--- config.mk ---
export PLATFORM = sky130hd
export DESIGN_NAME = pcse_back
export DESIGN_NICKNAME = d
export VERILOG_FILES = /design/src/pcse_pkg.sv /design/src/pcse_back.sv
export SDC_FILE = /design/constraint.sdc
export NUM_CORES = 2
export LEC_CHECK = 0
export ABC_AREA = 1
export BUFFER_PORTS_ARGS = -buffer_cell sky130_fd_sc_hd__buf_2
export CAP_MARGIN = 20
export CORE_AREA = 2 2 287 289
export CTS_CLUSTER_DIAMETER = 40
export DETAILED_ROUTE_END_ITERATION = 10
export DIE_AREA = 0 0 289 291
export MAX_ROUTING_LAYER = met4
export PLACE_DENSITY = 0.83
export SLEW_MARGIN = 15
export SYNTH_ARGS = -nofsm -noshare
export SYNTH_HDL_FRONTEND = slang
export SYNTH_SLANG_ARGS = --single-unit
--- constraint.sdc ---
create_clock -name clk -period 12.5 [get_ports clk]
set_input_delay 0.625 -clock clk [delete_from_list [all_inputs] [get_ports clk]]
set_output_delay 0.625 -clock clk [all_outputs]
set_load 0.01 [all_outputs]
--- src/pcse_pkg.sv ---
// Package: constants, types and helpers shared by the spline evaluator.
package pcse_pkg;
  localparam int MaxKnots = 64;
  localparam int FracBits = 16;
  localparam int IdxW = $clog2(MaxKnots);
  localparam int CntW = $clog2(MaxKnots + 1);

  localparam logic [1:0] RegLeft = 2'd0;
  localparam logic [1:0] RegInner = 2'd1;
  localparam logic [1:0] RegRight = 2'd2;

  localparam logic ModeLoad = 1'b0;
  localparam logic ModeEval = 1'b1;

  localparam logic CfgKnotCount = 1'b0;
  localparam logic CfgLeftCurv = 1'b1;

  typedef struct packed {
    logic        mode;
    logic [IdxW-1:0] entry_index;
    logic signed [31:0] knot_x;
    logic signed [31:0] knot_y;
    logic signed [31:0] lin_coef;
    logic signed [31:0] quad_coef;
    logic signed [31:0] cubic_coef;
    logic signed [31:0] query_x;
    logic [1:0]  deriv_order;
  } item_t;

  typedef struct packed {
    logic signed [31:0] result_value;
    logic [IdxW-1:0] segment;
    logic [1:0]  region;
    logic        saturated;
  } res_t;

  function automatic logic signed [31:0] sat32(input logic signed [65:0] v,
                                               output logic f);
    logic signed [65:0] hi;
    logic signed [65:0] lo;
    hi = 66'sd2147483647;
    lo = -66'sd2147483648;
    f = 1'b0;
    if (v > hi) begin
      f = 1'b1;
      sat32 = 32'sh7fffffff;
    end else if (v < lo) begin
      f = 1'b1;
      sat32 = 32'sh80000000;
    end else begin
      sat32 = v[31:0];
    end
  endfunction
endpackage

--- src/pcse_back.sv ---
// Back end: Horner evaluation, each multiply-add step split into a multiply state and an add state.
module pcse_back (
  input  logic clk,
  input  logic rst_n,
  input  logic job_valid,
  input  logic signed [31:0] job_c0,
  input  logic signed [31:0] job_c1,
  input  logic signed [31:0] job_c2,
  input  logic signed [31:0] job_c3,
  input  logic [1:0] job_steps,
  input  logic signed [32:0] job_h,
  input  logic [pcse_pkg::IdxW-1:0] job_seg,
  input  logic [1:0] job_region,
  input  logic job_flag,
  output logic job_ready,
  output logic res_valid,
  output pcse_pkg::res_t res,
  input  logic res_ready
);
  import pcse_pkg::*;

  localparam logic [1:0] B_IDLE = 2'd0;
  localparam logic [1:0] B_MUL  = 2'd1;
  localparam logic [1:0] B_ADD  = 2'd2;
  localparam logic [1:0] B_OUT  = 2'd3;

  logic [1:0] st_r, left_r;
  logic signed [31:0] acc_r, k1_r, k2_r, k3_r;
  logic signed [32:0] h_r;
  logic signed [64:0] p_r;
  logic flag_r;
  logic [IdxW-1:0] seg_r;
  logic [1:0] rg_r;
  logic signed [65:0] sum;
  logic sf;
  logic signed [31:0] nacc;

  assign job_ready = st_r == B_IDLE;
  assign sum = 66'(p_r >>> FracBits) + 66'(k1_r);

  always_comb begin
    nacc = sat32(sum, sf);
  end

  always_ff @(posedge clk) begin
    if (!rst_n) begin
      st_r <= B_IDLE;
      res_valid <= 1'b0;
    end else begin
      case (st_r)
        B_IDLE: begin
          if (job_valid) begin
            acc_r <= job_c0; k1_r <= job_c1; k2_r <= job_c2; k3_r <= job_c3;
            h_r <= job_h; left_r <= job_steps; flag_r <= job_flag;
            seg_r <= job_seg; rg_r <= job_region;
            st_r <= (job_steps == 2'd0) ? B_OUT : B_MUL;
          end
        end
        B_MUL: begin
          p_r <= 65'(acc_r) * 65'(h_r);
          st_r <= B_ADD;
        end
        B_ADD: begin
          acc_r <= nacc;
          flag_r <= flag_r | sf;
          k1_r <= k2_r; k2_r <= k3_r;
          left_r <= left_r - 1'b1;
          st_r <= (left_r == 2'd1) ? B_OUT : B_MUL;
        end
        B_OUT: begin
          if (!res_valid) begin
            res.result_value <= acc_r;
            res.segment <= seg_r;
            res.region <= rg_r;
            res.saturated <= flag_r;
            res_valid <= 1'b1;
            st_r <= B_IDLE;
          end
        end
        default: st_r <= B_IDLE;
      endcase
      if (res_valid && res_ready) res_valid <= 1'b0;
    end
  end
endmodule

==> results by group <==
Die
  • Core Footprint: 0.0812 mm²
  • Die width: 289 µm
  • Initial Utilization: 0.642
  • Die height: 291 µm
  • Die area: 0.0841 mm²
  • I/O pin total: 219
  • Row Count: 105

Synth
  • Mux contribution to synthesized area: 0
  • Async SR Flop Fraction: 0
  • Post-Synth Adder-Cell Area: 0.483
  • Area share of and/or/nand/nor cells after synthesis: 0.173
  • Synth Area per Inst: 8.26 µm²
  • Synth Net Count: 7833
  • EDFF count, synth: 262
  • Synth Register Bits: 265
  • Cell count after synthesis: 6313
  • Largest family of logic cells by synthesized area: adder cells
  • Register area share after synthesis: 0.152
  • Post-synth top flop: edfxtp_1
  • Post-synthesis cell type count: 51
  • Post-Synth XOR/XNOR Area: 0.0156
  • Synth Warn #: 0
  • Compound-Gate Fraction of Synth Area: 0.0266
  • Cell Area, Synth: 0.0521 mm²

Flow run
  • Max-cap viol count: 0

Timing
  • Achievable Freq: 117 MHz
  • Final Hold Viols: 0
  • Setup TNS: 0 ps
  • Slew Limit Fails: 0
  • RSZ-0062 raised after global routing: no
  • Clock Skew: 38.3 ps
  • Relative slew slack: 0.334
  • Period utilization: 0.683
  • Setup Viol. Count Final: 0
  • Tmin final: 8540 ps
  • Least-Margin Pin Slew: 998 ps

Min path
  • HP Class: primary input to flop
  • Hold path depth: 1
  • Hold wc startpoint: job_h[22]
  • Worst Hold End: h_r[22]$_DFFE_PP_

Global routing
  • Vias in the first global route: 44.6k
  • Largest net degree at the start of global routing: 81
  • Antenna violations before repair: 2
  • Global-route wire length before repair: 240 mm
  • Grt total ovfl: 0
  • Total track usage: 0.383

Worst setup path
  • R2R cell count: 27
  • Crit path largest cell delay: 860 ps
  • Critical path depth: 27
  • RR Endpoint: p_r[45]$_DFFE_PP_
  • Crit path DAT: 8930 ps
  • Sum of buffers and inverters on the critical path: 6
  • CP max FO: 24
  • CP max-delay cell: edfxtp_1
  • Most frequent CP cell: fa_1
  • Cell family with most CP delay: adder cells
  • Worst R2R Start: acc_r[5]$_DFFE_PP_
  • Worst setup EP type: flop
  • CP Data Required Time: 12890 ps
  • WS Path Type: flop to flop
  • Flop2flop setup slack: 3960 ps
  • CP Launch Type: flop

Drt
  • WL met2: 71.8 mm
  • Drt drc: 0
  • Final wirelength: 149 mm
  • Final antenna-violating net count: 0
  • DR iter-0 viols: 3425
  • Met1 WL: 56.5 mm
  • Met3 WL post-DR: 13.1 mm
  • Highest metal used: met4
  • Vias per cell: 5.46
  • WL per Instance: 19.8 µm
  • Routed via count: 41.0k
  • Pre-antenna DRT Iters: 8

Placement
  • Post-DP HPWL: 121 mm
  • Dpl cell area: 0.0541 mm²
  • Placed cells: 7423
  • PortBufs: 218
  • GPL Wtd Cong: 1.02

Clock tree
  • H-Tree Depth: 2
  • Reg clk slew, reported paths: 50 ps
  • Post_cts resized: 0
  • Clk sinks: 265
  • Clk_lat worst skew: 650 ps
  • Clock Path Buffers: 3
  • CTS tree: built
  • Hold_buf cts: 0
  • Clock root cell: clkbuf_16
  • TritonCTS Buffers: 51
  • Total setup buffers inserted after CTS: 0

Status
  • Status: completed

Cells and area
  • # nets final: 7926
  • Fin area: 0.0560 mm²
  • Layout area overhead: 7.40%
  • Layout cells sized above 1: 0.0693
  • Fin cells: 7521
==> area by class of cell <==
| cell class | count | area [µm²] |
|---|---|---|
| diodes | 2 | 5.00 |
| clock buffers | 56 | 1320 |
| clock inverters | 40 | 552 |
| fillers | 6368 | 25200 |
| inverters | 1813 | 6810 |
| multi-input cells | 3984 | 36400 |
| flip-flops and latches | 265 | 7930 |
| well taps | 1070 | 1340 |
| repair buffers | 291 | 1640 |
==> state kept, by name, summed over array words and instances (netlist names) <==
signal and count:
k3_r 32, seg_r 6, rg_r 2, left_r 2, k1_r 32, h_r 33, acc_r 32, p_r 49
st_r 2, res_valid 1, res 41, flag_r 1, k2_r 32
==> cell usage after synthesis (4+ instances only) <==
library cell	instances	area share
clkbuf_1	233	0.017
nor4_1	6	0.00072
nand2_2	15	0.0018
nand3_2	6	0.0012
nor3_2	4	0.00077
a21oi_1	132	0.013
nor2_2	16	0.0019
a31oi_1	12	0.0014
xor2_1	64	0.011
inv_2	8	0.00058
ha_1	232	0.056
nor3_1	19	0.0018
o21a_1	9	0.0013
nand2_1	1925	0.14
nand3_1	52	0.0050
xnor2_1	29	0.0049
nand4_1	27	0.0032
nor2_1	206	0.015
buf_1	7	0.00050
edfxtp_1	262	0.15
buf_6	9	0.0019
o21bai_1	5	0.00072
o21ai_0	60	0.0058
inv_1	1805	0.13
a21o_1	9	0.0013
fa_1	1112	0.43
or2_2	6	0.00072
==> through the flow <==
stage	utilization	setup slack, ps	hold slack (ps)
floorplan	-	5150	400
global placement	0.667	4120	400
detailed placement	0.667	4070	407
CTS	0.690	4080	115
global route	0.690	3630	132
finish	0.690	3960	152
==> layer usage <==
| metal | vias up | global-route usage |
|---|---|---|
| li1 | 18100 | - |
| met3 | 489 | 0.0621 |
| met1 | 20400 | 0.493 |
| met5 | - | - |
| met2 | 2047 | 0.604 |
| met4 | 0 | 0.168 |
==> layout by cell type (no fill, tap or decap), types with 52 or more instances in the layout <==
master     instances
inv_1           1805
clkbuf_16         52
nor2_1           204
xor2_1            64
a21oi_1          132
edfxtp_1         262
nand3_1           52
nand2_1         1924
o21ai_0           60
buf_4             73
fa_1            1112
buf_2            218
ha_1             232
==> worst max path at each step <==
stage,end,start,slack [ps]
after floorplan,p_r[64]$_DFFE_PP_,h_r[32]$_DFFE_PP_,5150
after global placement,p_r[64]$_DFFE_PP_,acc_r[5]$_DFFE_PP_,4120
after detailed placement,p_r[64]$_DFFE_PP_,acc_r[5]$_DFFE_PP_,4070
after CTS,p_r[64]$_DFFE_PP_,acc_r[5]$_DFFE_PP_,4080
after global routing,p_r[62]$_DFFE_PP_,acc_r[5]$_DFFE_PP_,3630
final,p_r[45]$_DFFE_PP_,acc_r[5]$_DFFE_PP_,3960
==> kinds of logic after synthesis <==
family	Yosys count
flip-flops	265
AND/OR/NAND/NOR	2297
adder cells (fa/ha/maj)	1344
buffers and inverters	2064
AO/OA/AOI/OAI	250
XOR/XNOR	93
Power is left out: the tool's default activity adds up to more than one toggle a clock period on the data nets, which glitch-free logic cannot reach.
